$ cat src/ptsr_pkg.sv
// ptsr_pkg: shared types and constants for the priority task scheduler
// holds the sequencer state type, mode codes and fixed field widths
// no dependencies
`timescale 1ns / 1ps

package ptsr_pkg;

    // field widths fixed by the item layout
    localparam int MODE_W     = 3;
    localparam int ID_W       = 3;
    localparam int VAL_W      = 16;
    localparam int CD_W       = 32;
    localparam int BYTE_W     = 8;
    localparam int ID_EXT_W   = 6;
    localparam int IN_DATA_W  = 56;
    localparam int OUT_DATA_W = 24;

    // initial nearest wake time of a schedule pass
    localparam logic signed [CD_W-1:0] WAKE_LIMIT = 32'sd60000;
    localparam logic signed [CD_W-1:0] CD_MIN     = {1'b1, {(CD_W-1){1'b0}}};

    // item kinds carried on the input tuser
    localparam logic [MODE_W-1:0] MODE_SET_EVENT   = 3'd0;
    localparam logic [MODE_W-1:0] MODE_SET_RESERVE = 3'd1;
    localparam logic [MODE_W-1:0] MODE_SET_LATENCY = 3'd2;
    localparam logic [MODE_W-1:0] MODE_SET_TICKS   = 3'd3;
    localparam logic [MODE_W-1:0] MODE_SYNC        = 3'd4;
    localparam logic [MODE_W-1:0] MODE_SCHEDULE    = 3'd5;

    typedef enum logic [2:0] {
        ST_IDLE,
        ST_AGE,
        ST_CHECK,
        ST_FINISH,
        ST_OUT
    } t_state;

endpackage

$ cat src/priority_task_scheduler_with_reservation.sv
// priority_task_scheduler_with_reservation: prioritised task table with runtime reservation
// one shared subtract unit walked over the task table by a small sequencer
// depends on ptsr_pkg
`timescale 1ns / 1ps

// channel   | direction | signals                          | contents
// ----------+-----------+----------------------------------+-----------------------------------
// input     | in        | s_axis_tvalid/tready/tdata/tuser | one write or schedule request beat
// result    | out       | m_axis_tvalid/tready/tdata/tuser | one result beat per input beat
//
// a write beat passes accept, then the result register
// a schedule beat passes accept, the ageing walk over all NUM_TASKS entries, the takeover
// walk, finish and the result register; the takeover walk visits no entry when nothing is
// due or task 0 is due, else the entries up to the first taker, or all entries below the
// selected task when none takes over; the ageing walk visits one task a cycle through the
// shared subtractor, the takeover walk one task a cycle through the reserve compare
// i_rst_n (synchronous, active low) clears the whole task table and the sequencer
// s_axis_tready is high only while idle; a stalled result holds the block until taken

module priority_task_scheduler_with_reservation #(
    parameter int NUM_TASKS  = 8,
    parameter int TICK_SHIFT = 0
) (
    input  logic                                 i_clk,
    input  logic                                 i_rst_n,
    input  logic                                 s_axis_tvalid,
    output logic                                 s_axis_tready,
    // task_id[2:0], value[18:3], elapsed[34:19], overhead[50:35], zero pad above
    input  logic [ptsr_pkg::IN_DATA_W-1:0]       s_axis_tdata,
    // mode[2:0]
    input  logic [ptsr_pkg::MODE_W-1:0]          s_axis_tuser,
    output logic                                 m_axis_tvalid,
    input  logic                                 m_axis_tready,
    // selected_task[2:0], none_pending[3], wake_time[19:4], zero pad above
    output logic [ptsr_pkg::OUT_DATA_W-1:0]      m_axis_tdata,
    // is_schedule[0]
    output logic                                 m_axis_tuser
);

    localparam int IDX_W = (NUM_TASKS > 1) ? $clog2(NUM_TASKS) : 1;
    localparam int CNT_W = $clog2(NUM_TASKS + 1);
    localparam int CD_W  = ptsr_pkg::CD_W;

    // task table, small enough for flip-flops with one walked read index
    logic [ptsr_pkg::BYTE_W-1:0] r_event   [NUM_TASKS];
    logic [ptsr_pkg::BYTE_W-1:0] r_reserve [NUM_TASKS];
    logic [ptsr_pkg::BYTE_W-1:0] r_latency [NUM_TASKS];
    logic signed [CD_W-1:0]      r_cd      [NUM_TASKS];

    ptsr_pkg::t_state r_state, n_state;

    // walk state of the current pass
    logic [CNT_W-1:0]            r_idx;
    logic [IDX_W-1:0]            r_sel;
    logic                        r_found;
    logic [ptsr_pkg::BYTE_W-1:0] r_res;
    logic signed [CD_W-1:0]      r_near;
    logic [ptsr_pkg::VAL_W-1:0]  r_elap;
    logic [ptsr_pkg::VAL_W-1:0]  r_ovh;

    // result register
    logic                        r_out_sched;
    logic [ptsr_pkg::ID_W-1:0]   r_out_sel;
    logic                        r_out_np;
    logic [ptsr_pkg::VAL_W-1:0]  r_out_wake;

    // input beat unpacking
    logic [ptsr_pkg::MODE_W-1:0]   w_mode;
    logic [ptsr_pkg::ID_W-1:0]     w_task_id;
    logic [ptsr_pkg::VAL_W-1:0]    w_value;
    logic [ptsr_pkg::VAL_W-1:0]    w_elapsed;
    logic [ptsr_pkg::VAL_W-1:0]    w_overhead;
    logic [ptsr_pkg::ID_EXT_W-1:0] w_id_ext;
    logic                          w_id_ok;
    logic [IDX_W-1:0]              w_wr_idx;
    logic                          w_accept;

    assign w_task_id  = s_axis_tdata[2:0];
    assign w_value    = s_axis_tdata[18:3];
    assign w_elapsed  = s_axis_tdata[34:19];
    assign w_overhead = s_axis_tdata[50:35];
    assign w_mode     = s_axis_tuser;
    assign w_id_ext   = ptsr_pkg::ID_EXT_W'(w_task_id);
    assign w_id_ok    = w_id_ext < ptsr_pkg::ID_EXT_W'(NUM_TASKS);
    assign w_wr_idx   = w_id_ext[IDX_W-1:0];
    assign w_accept   = s_axis_tvalid && s_axis_tready;

    // read port of the table at the walk index
    logic [IDX_W-1:0]            w_rd_idx;
    logic signed [CD_W-1:0]      w_cd;
    logic                        w_ev;
    logic [ptsr_pkg::BYTE_W-1:0] w_lat;

    assign w_rd_idx = r_idx[IDX_W-1:0];
    assign w_cd     = r_cd[w_rd_idx];
    assign w_ev     = r_event[w_rd_idx] != '0;
    assign w_lat    = r_latency[w_rd_idx];

    // shared 33-bit subtractor: countdown minus elapsed while ageing,
    // nearest minus overhead when finishing
    logic signed [CD_W:0]        w_sub_a, w_sub_b, w_sub_y;
    logic signed [CD_W-1:0]      w_aged;
    logic [ptsr_pkg::VAL_W-1:0]  w_sub_rhs;

    assign w_sub_rhs = (r_state == ptsr_pkg::ST_FINISH) ? r_ovh : r_elap;
    assign w_sub_a   = (r_state == ptsr_pkg::ST_FINISH) ? {r_near[CD_W-1], r_near}
                                                        : {w_cd[CD_W-1], w_cd};
    assign w_sub_b   = $signed({{(CD_W+1-ptsr_pkg::VAL_W){1'b0}}, w_sub_rhs});
    assign w_sub_y   = w_sub_a - w_sub_b;
    // result below the signed minimum shows as a sign/overflow mismatch
    assign w_aged    = (w_sub_y[CD_W] != w_sub_y[CD_W-1]) ? ptsr_pkg::CD_MIN
                                                          : w_sub_y[CD_W-1:0];

    // takeover test against the reserve of the selected task
    logic [CD_W-1:0] w_res_clk;
    logic            w_take;

    assign w_res_clk = CD_W'(r_res) << TICK_SHIFT;
    assign w_take    = w_ev && ((w_lat < r_res) || (w_cd < $signed(w_res_clk)));

    // walk bounds
    logic w_age_last;
    logic w_chk_skip;
    logic w_chk_last;

    assign w_age_last = r_idx == CNT_W'(NUM_TASKS - 1);
    assign w_chk_skip = !r_found || (r_sel == '0);
    assign w_chk_last = (r_idx + CNT_W'(1)) == CNT_W'(r_sel);

    // ---------------------------------------------------------------
    // sequencer next state
    // ---------------------------------------------------------------
    always_comb begin
        n_state = r_state;
        unique case (r_state)
            ptsr_pkg::ST_IDLE: begin
                if (w_accept) begin
                    n_state = (w_mode == ptsr_pkg::MODE_SCHEDULE) ? ptsr_pkg::ST_AGE
                                                                  : ptsr_pkg::ST_OUT;
                end
            end
            ptsr_pkg::ST_AGE: begin
                if (w_age_last) begin
                    n_state = ptsr_pkg::ST_CHECK;
                end
            end
            ptsr_pkg::ST_CHECK: begin
                if (w_chk_skip || w_take || w_chk_last) begin
                    n_state = ptsr_pkg::ST_FINISH;
                end
            end
            ptsr_pkg::ST_FINISH: begin
                n_state = ptsr_pkg::ST_OUT;
            end
            ptsr_pkg::ST_OUT: begin
                if (m_axis_tready) begin
                    n_state = ptsr_pkg::ST_IDLE;
                end
            end
            default: n_state = ptsr_pkg::ST_IDLE;
        endcase
    end

    // ---------------------------------------------------------------
    // sequencer outputs
    // ---------------------------------------------------------------
    logic w_do_age;
    logic w_do_chk;
    logic w_do_fin;

    always_comb begin
        s_axis_tready = 1'b0;
        m_axis_tvalid = 1'b0;
        w_do_age      = 1'b0;
        w_do_chk      = 1'b0;
        w_do_fin      = 1'b0;
        unique case (r_state)
            ptsr_pkg::ST_IDLE:   s_axis_tready = 1'b1;
            ptsr_pkg::ST_AGE:    w_do_age      = 1'b1;
            ptsr_pkg::ST_CHECK:  w_do_chk      = !w_chk_skip;
            ptsr_pkg::ST_FINISH: w_do_fin      = 1'b1;
            ptsr_pkg::ST_OUT:    m_axis_tvalid = 1'b1;
            default: ;
        endcase
    end

    always_ff @(posedge i_clk) begin
        if (!i_rst_n) begin
            r_state <= ptsr_pkg::ST_IDLE;
        end else begin
            r_state <= n_state;
        end
    end

    // ---------------------------------------------------------------
    // task table: writes at accept, countdown write-back while ageing
    // ---------------------------------------------------------------
    always_ff @(posedge i_clk) begin
        if (!i_rst_n) begin
            for (int i = 0; i < NUM_TASKS; i++) begin
                r_event[i]   <= '0;
                r_reserve[i] <= '0;
                r_latency[i] <= '0;
                r_cd[i]      <= '0;
            end
        end else if (w_accept && w_id_ok) begin
            case (w_mode)
                ptsr_pkg::MODE_SET_EVENT:   r_event[w_wr_idx]   <= w_value[7:0];
                ptsr_pkg::MODE_SET_RESERVE: r_reserve[w_wr_idx] <= w_value[7:0];
                ptsr_pkg::MODE_SET_LATENCY: r_latency[w_wr_idx] <= w_value[7:0];
                ptsr_pkg::MODE_SET_TICKS:   r_cd[w_wr_idx]      <= CD_W'(w_value) << TICK_SHIFT;
                ptsr_pkg::MODE_SYNC:        r_cd[w_wr_idx]      <= '0;
                default: ;
            endcase
        end else if (w_do_age) begin
            r_cd[w_rd_idx] <= w_aged;
        end
    end

    // ---------------------------------------------------------------
    // walk registers
    // ---------------------------------------------------------------
    always_ff @(posedge i_clk) begin
        if (!i_rst_n) begin
            r_idx   <= '0;
            r_found <= 1'b0;
            r_sel   <= '0;
        end else if (w_accept) begin
            r_idx   <= '0;
            r_found <= 1'b0;
            r_sel   <= '0;
        end else if (w_do_age) begin
            // first expired active task on the upward walk has top priority
            if (w_ev && (w_aged <= 0) && !r_found) begin
                r_found <= 1'b1;
                r_sel   <= w_rd_idx;
            end
            r_idx <= w_age_last ? '0 : r_idx + CNT_W'(1);
        end else if (w_do_chk) begin
            if (w_take) begin
                r_sel <= w_rd_idx;
            end
            r_idx <= r_idx + CNT_W'(1);
        end
    end

    // payload registers of the pass
    always_ff @(posedge i_clk) begin
        if (w_accept) begin
            r_near <= ptsr_pkg::WAKE_LIMIT;
            r_elap <= w_elapsed;
            r_ovh  <= w_overhead;
        end else if (w_do_age) begin
            if (w_ev && (w_aged <= 0) && !r_found) begin
                r_res <= r_reserve[w_rd_idx];
            end
            if (w_ev && (w_aged < r_near)) begin
                r_near <= w_aged;
            end
        end else if (w_do_chk && w_take) begin
            r_near <= w_cd;
        end
    end

    // ---------------------------------------------------------------
    // result register
    // ---------------------------------------------------------------
    logic [ptsr_pkg::ID_EXT_W-1:0] w_sel_ext;

    assign w_sel_ext = ptsr_pkg::ID_EXT_W'(r_sel);

    always_ff @(posedge i_clk) begin
        if (w_accept) begin
            // write beats answer with an all-zero result
            r_out_sched <= 1'b0;
            r_out_sel   <= '0;
            r_out_np    <= 1'b0;
            r_out_wake  <= '0;
        end else if (w_do_fin) begin
            r_out_sched <= 1'b1;
            r_out_sel   <= w_sel_ext[ptsr_pkg::ID_W-1:0];
            r_out_np    <= !r_found;
            r_out_wake  <= (w_sub_y > 0) ? w_sub_y[ptsr_pkg::VAL_W-1:0] : '0;
        end
    end

    assign m_axis_tdata = {4'b0, r_out_wake, r_out_np, r_out_sel};
    assign m_axis_tuser = r_out_sched;

    // ---------------------------------------------------------------
    // assertions
    // ---------------------------------------------------------------
    a_no_overlap: assert property (@(posedge i_clk) disable iff (!i_rst_n)
        !(s_axis_tready && m_axis_tvalid))
        else $error("input taken while a result is pending");

    a_write_zero: assert property (@(posedge i_clk) disable iff (!i_rst_n)
        (m_axis_tvalid && !m_axis_tuser) |-> (m_axis_tdata == '0))
        else $error("write result is not all zero");

    a_none_sel0: assert property (@(posedge i_clk) disable iff (!i_rst_n)
        (m_axis_tvalid && m_axis_tdata[3]) |-> (m_axis_tdata[2:0] == '0))
        else $error("nothing pending but a task other than 0 selected");

    a_chk_bound: assert property (@(posedge i_clk) disable iff (!i_rst_n)
        w_do_chk |-> (r_idx < CNT_W'(r_sel)))
        else $error("takeover walk passed the selected task");

    a_sel_holds: assert property (@(posedge i_clk) disable iff (!i_rst_n)
        (r_state == ptsr_pkg::ST_AGE && r_found) |=> (r_sel == $past(r_sel)))
        else $error("selection changed after the first expired task");

endmodule
$ cat config.mk
export PLATFORM = sky130hd
export DESIGN_NAME = priority_task_scheduler_with_reservation
export DESIGN_NICKNAME = d
export VERILOG_FILES = /design/src/ptsr_pkg.sv /design/src/priority_task_scheduler_with_reservation.sv
export SDC_FILE = /design/constraint.sdc
export NUM_CORES = 1
export LEC_CHECK = 0
export ABC_CLOCK_PERIOD_IN_PS = 8280
export BUFFER_PORTS_ARGS = -buffer_cell sky130_fd_sc_hd__buf_4
export CORE_ASPECT_RATIO = 0.8
export CORE_UTILIZATION = 55
export DETAILED_ROUTE_END_ITERATION = 12
export PLACE_DENSITY_LB_ADDON = 0.3
export SYNTH_ARGS = -nofsm -noshare
export SYNTH_HDL_FRONTEND = slang
export SYNTH_SLANG_ARGS = --single-unit
$ cat constraint.sdc
create_clock -name i_clk -period 8.28 [get_ports i_clk]
set_input_delay 1.656 -clock i_clk [delete_from_list [all_inputs] [get_ports i_clk]]
set_output_delay 1.656 -clock i_clk [all_outputs]
set_load 0.02 [all_outputs]
==> run metrics, run 1 <==
run status=finished clean; Setup Total Neg Slack=0 ns; adder-cell share of the synthesized area=0.0305; vias in the first global route=17880; root buffer cell=clkbuf_16; detailed-route wire length per cell=24.2 um; num rows=72; antenna-violating nets left=0; Die Area=49800 sq um; clock-pin slew on the worst setup and hold paths=0.06 ns; Reg-to-Reg End=r_near[2]; simple-gate share of the synthesized area=0.152; Layout Area Growth over Synthesis=11.3%; DP HPWL=44800 um; Yosys cell types=69; antenna cells=0; initial DRC count=2137; WS Path Type=reg2reg; worst setup path endpoint=r_near[2]; Port-buffer cells=80; sequential share of the synthesized area=0.595; Synth Area in XOR/XNOR=0.0101; global-route wire length before repair=106000 um; number of synthesized flops with an enable pin=488; CP required=8.75 ns; Worst-Margin Slew=1.35 ns; Bufs on Longest Clock Path=3; final core occ=0.620; RSZ-0062 raised after global routing=no; Critical Path Fanout Max=57; largest family of logic cells by synthesized area=simple AND/OR/NAND/NOR gates; total via count in the routed design=18151; GRT overflow=0; die width=249 um; H-tree depth=2; cells after synthesis=2164; Worst-Skew Late Latency=0.63 ns; initial antenna violation count=1; share of cells above drive strength 1=0.154; Tmin final=7.76 ns; Pwr Density=208 nW/um^2; placed insts=2796; Yosys warnings=0; CP endpoint kind=register; Yosys top cell by area=edfxtp_1; synthesis-stage register bit count=555; Fmax=0.129 GHz; fin. max-slew vios=0; Remaining DRCs=0; min-delay worst type=reg2reg; die span in y=200 um; ys async rst share=0; Worst Clk Skew=0.0428 ns; Hold Slack=0.474 ns; CP arrival=8.23 ns; Synth Area in Compound Gates=0.0721; Avg Cell Area, Syn=12.4 sq um; CP max stage delay=0.62 ns; final hold violations=0; CTS Buf Count=54; core area=48300 sq um; Final Cycle Share=0.937; pre-CTS setup slack=0.491 ns; CP max-delay cell=or4_1; Pre-Repair DR Iteration Count=5; Syn Std Cell Area=26900 sq um; nets@finish=2352; DR vias/cell=6.27; share of Yosys cell area claimed by the top area cell type=0.545; largest net degree at the start of global routing=63; R2R depth=29; Peak supply drop=169 uV; flop-to-flop setup slack=0.52 ns; fin worst setup slack=0.520 ns; Initial Util=0.557; # setup viols final=0; Slew HR=0.0887; drt total wl=70000 um; mux cell area share after synthesis=0.112; post_cts resized=0; CTS tree=done; total track usage=0.282; clock tree sinks=555; Startpoint Class=register; P_leak=10.9 nW; GPL Wtd Cong=0.945; fin cells=2896; Synth area leaders=edfxtp_1 54%, mux4_2 7.2%, nor2_1 5.2%; I/O Pins=90; number of max-cap violations=0; Post-synth top flop=edfxtp_1
how the worst min path moves through the flow:
stage	start	to	slack, ns	depth (start not counted)
2_1_floorplan	r_near[0]	r_near[0]	0.44	2
3_3_place_gp	r_near[31]	r_near[31]	0.45	2
3_5_place_dp	r_out_wake[15]	r_out_wake[15]	0.46	1
4_1_cts	r_out_wake[12]	r_out_wake[12]	0.48	1
5_1_grt	r_near[31]	r_near[31]	0.50	2
6_report	r_out_sel[2]	r_out_sel[2]	0.47	2
sequential cells by signal, summed over array words and instances (netlist names), named ones only:
register / cells
r_cd: 256
r_event: 64
r_latency: 64
r_reserve: 64
r_near: 32
r_elap: 16
r_out_wake: 16
r_ovh: 16
r_res: 8
r_idx: 4
r_out_sel: 3
r_sel: 3
r_state: 3
m_axis_tuser: 1
r_found: 1
r_out_np: 1
cell type report:
cell class	instances	area, sq um
tap	629	787
sequential	555	16000
clock buffer	73	1430
fill	3676	18300
clock inverter	26	241
inverter	55	206
multi-input combinational	1419	10200
timing repair buffer	139	1110
cell usage in the layout, fill, tap and decap left out, types with 20 or more instances in the layout:
cell	instances
inv_1	54
nor4_1	29
dfxtp_1	64
xnor2_1	20
ha_1	64
edfxtp_1	488
and2_1	207
o21ai_0	51
buf_4	134
nand2_1	96
mux4_2	86
mux2i_1	65
a21oi_1	65
a22oi_1	23
nand2b_1	23
clkbuf_16	54
a211oi_1	51
nor2_1	374
mux2_2	37
nor3_1	29
cell families after synthesis:
kind of cell	count (synthesis)
other	1
DFF	555
xor gates and xnor gates	31
and+or+nand+nor	842
buffers and inverters	193
AOI/OAI and AO/OA	289
adders and majority gates	65
muxes	188
layer usage:
| layer | GRT usage | part of all wire | vias to the layer above | wire length (um) |
|---|---|---|---|---|
| li1 | - | - | 8074 | - |
| met1 | 0.397 | 0.41 | 8965 | 28600 |
| met2 | 0.448 | 0.46 | 961 | 32300 |
| met3 | 0.0521 | 0.10 | 149 | 7250 |
| met4 | 0.0908 | 0.026 | 2 | 1820 |
| met5 | 0 | 0.00024 | - | 17 |
critical path, delay by kind of cell, from the launching register on:
| kind | cells | cell delay [ns] |
|---|---|---|
| fa+ha+maj | 4 | 1.13 |
| mux | 3 | 1.12 |
| buf+inv | 3 | 0.68 |
| flops | 1 | 0.38 |
| simple gates | 5 | 1.18 |
| compound gates | 14 | 3.06 |
per-stage QoR:
stage          power (mW)  area, sq um
2_1_floorplan        3.66        26900
3_3_place_gp         3.88        28300
3_5_place_dp         3.91        28300
4_1_cts              6.24        29900
5_1_grt              6.42        29900
6_report             6.24        29900
power breakdown:
| group | switching [mW] | internal (mW) |
|---|---|---|
| clock | 1.06 | 1.31 |
| combinational | 0.445 | 0.232 |
| sequential | 0.0362 | 3.15 |
timing repair:
item / in CTS / in global routing
setup endpoints to repair: 0 / 5
hold buffers: 0 / 0
endpoints found under the hold margin: 0 / 0
buffers inserted: 0 / 1
cells in the mapped netlist (9+ instances only):
| cell type | instances |
|---|---|
| a22o_1 | 18 |
| nand4_1 | 16 |
| nand2b_1 | 23 |
| nor4_1 | 29 |
| dfxtp_1 | 67 |
| o21ai_0 | 51 |
| xor2_1 | 11 |
| ha_1 | 64 |
| buf_2 | 9 |
| mux2_2 | 37 |
| nor2b_1 | 11 |
| edfxtp_1 | 488 |
| clkbuf_1 | 109 |
| a21o_1 | 17 |
| inv_1 | 55 |
| mux4_2 | 86 |
| a211oi_1 | 51 |
| mux2i_1 | 65 |
| nand2_1 | 96 |
| and2_1 | 207 |
| xnor2_1 | 20 |
| buf_1 | 14 |
| a22oi_1 | 23 |
| nor2_1 | 374 |
| nor3_1 | 29 |
| o211ai_1 | 9 |
| nand3b_1 | 10 |
| a21oi_1 | 65 |
| nand3_1 | 17 |
(Power assumes the default switching activity.)
==> run 2, diff against run 1 <==
Settings changed: ABC_CLOCK_PERIOD_IN_PS 8280 to 7200.
Clock period 8.28 ns to 7.2 ns, I/O delays scaled along.
==> run metrics, run 2 (synthesis gave the netlist of run 1 again) <==
# setup viols final=0; max reg flops=256; run status=finished clean; clock network fraction of design power=0.389; I/O Pins=90; detailed-route wire length per cell=24.5 um; sequential share of power=0.491; antenna-violating nets left=0; Layout Area Growth over Synthesis=16.1%; vias in the first global route=18350; GPL Wtd Cong=0.922; DP HPWL=47800 um; clock tree sinks=555; Setup Total Neg Slack=0 ns; Tmin final=6.96 ns; GRT overflow=0; min-delay worst type=reg2reg; CP endpoint kind=register; Worst Clk Skew=0.0369 ns; DR vias/cell=6.25; commonest non-fill, non-tap cell in the layout=edfxtp_1; fill count=3558; CP max stage delay=0.53 ns; Fmax=0.144 GHz; Pwr Density=239 nW/um^2; P_leak=11.6 nW; Startpoint Class=register; hold_sp=r_out_sel[0]; WS Path Type=reg2reg; drt total wl=73800 um; Top reg by flops=r_cd; Sw Ratio=0.246; Pre-Repair DR Iteration Count=5; Peak supply drop=171 uV; commonest cells after routing, fill and taps aside=488 x edfxtp_1, 374 x nor2_1, 231 x buf_4; H-tree depth=2; Hold Buf Count CTS=0; largest net degree at the start of global routing=63; CTS tree=done; antenna cells=0; R2R depth=29; fin. max-slew vios=0; core area=48300 sq um; P_sw=1.84 mW; clock-pin slew on the worst setup and hold paths=0.06 ns; internal power=5.63 mW; nets@finish=2464; Port-buffer cells=80; Die Area=49800 sq um; CP arrival=7.48 ns; CP max-delay cell=mux4_2; die width=249 um; root buffer cell=clkbuf_16; final core occ=0.647; Bufs on Longest Clock Path=3; Initial Util=0.557; Slew HR=0.152; initial DRC count=2394; final hold violations=0; CTS Buf Count=55; num rows=72; Worst-Margin Slew=1.27 ns; total via count in the routed design=18818; Remaining DRCs=0; global-route wire length before repair=110000 um; Hold Path Depth=2; share of cells above drive strength 1=0.208; Logic pwr share=0.121; Final Cycle Share=0.967; Worst-Skew Late Latency=0.63 ns; Critical Path Fanout Max=25; number of max-cap violations=0; CP required=7.72 ns; Total Power=7.48 mW; die span in y=200 um; initial antenna violation count=1; total track usage=0.295
-- run 2: worst max-delay path: cells and delay by family, from the launching register on --
family / cells / cell delay [ns]
compound gates: 15 / 2.86
buf+inv: 5 / 1.04
mux: 3 / 0.89
fa+ha+maj: 3 / 0.87
simple gates: 3 / 0.70
flops: 1 / 0.47
-- run 2: final timing paths --
path,to,slack (ns)
setup / recovery,r_near[30],0.24
hold reg to reg,r_out_sel[0],0.46
hold / removal,r_out_sel[0],0.46
setup reg to reg,r_near[30],0.24
-- run 2: layout make-up --
| type | instances | area (sq um) | share of cell area |
|---|---|---|---|
| clock buffers | 73 | 1490 | 0.0476 |
| clock inverters | 29 | 317 | 0.0101 |
| multi-input cells | 1419 | 10300 | 0.331 |
| repair buffers | 250 | 2110 | 0.0676 |
| inverters | 55 | 206 | 0.00661 |
| well taps | 629 | 787 | 0.0252 |
| flip-flops and latches | 555 | 16000 | 0.512 |
-- run 2: routing by layer --
layer / up-vias / routed length (um) / track usage
met4: 2 / 2050 / 0.0924
met3: 149 / 8210 / 0.0599
li1: 8308 / - / -
met1: 9277 / 30200 / 0.421
met2: 1082 / 33300 / 0.458
met5: - / 8 / 0
-- run 2: per-stage QoR --
step | instances | cell area [sq um] | setup WS, ns | hold slack [ns]
after global routing | 3010 | 31200 | -0.0499 | 0.481
after global placement | 2894 | 29100 | -0.245 | 0.446
final | 3010 | 31200 | 0.235 | 0.458
after floorplan | 2167 | 27000 | 0.00744 | 0.438
after CTS | 3001 | 31000 | 0.0162 | 0.458
after detailed placement | 2894 | 29100 | -0.374 | 0.451
-- run 2: repair_timing --
item | in CTS | in global routing
hold endpoints to repair | 0 | 0
setup endpoints to repair | 32 | 32
gates resized for setup | 9 | 32
pin swaps | 2 | 17
cloned | 0 | 2
setup buffers | 5 | 7
-- run 2: power by group through the flow --
stage | clock network (mW) | logic [mW] | registers, mW
2_1_floorplan | 0 | 0.502 | 3.71
5_1_grt | 3.05 | 0.966 | 3.68
3_5_place_dp | 0 | 0.847 | 3.73
6_report | 2.91 | 0.903 | 3.67
3_3_place_gp | 0 | 0.828 | 3.72
4_1_cts | 2.93 | 0.861 | 3.67
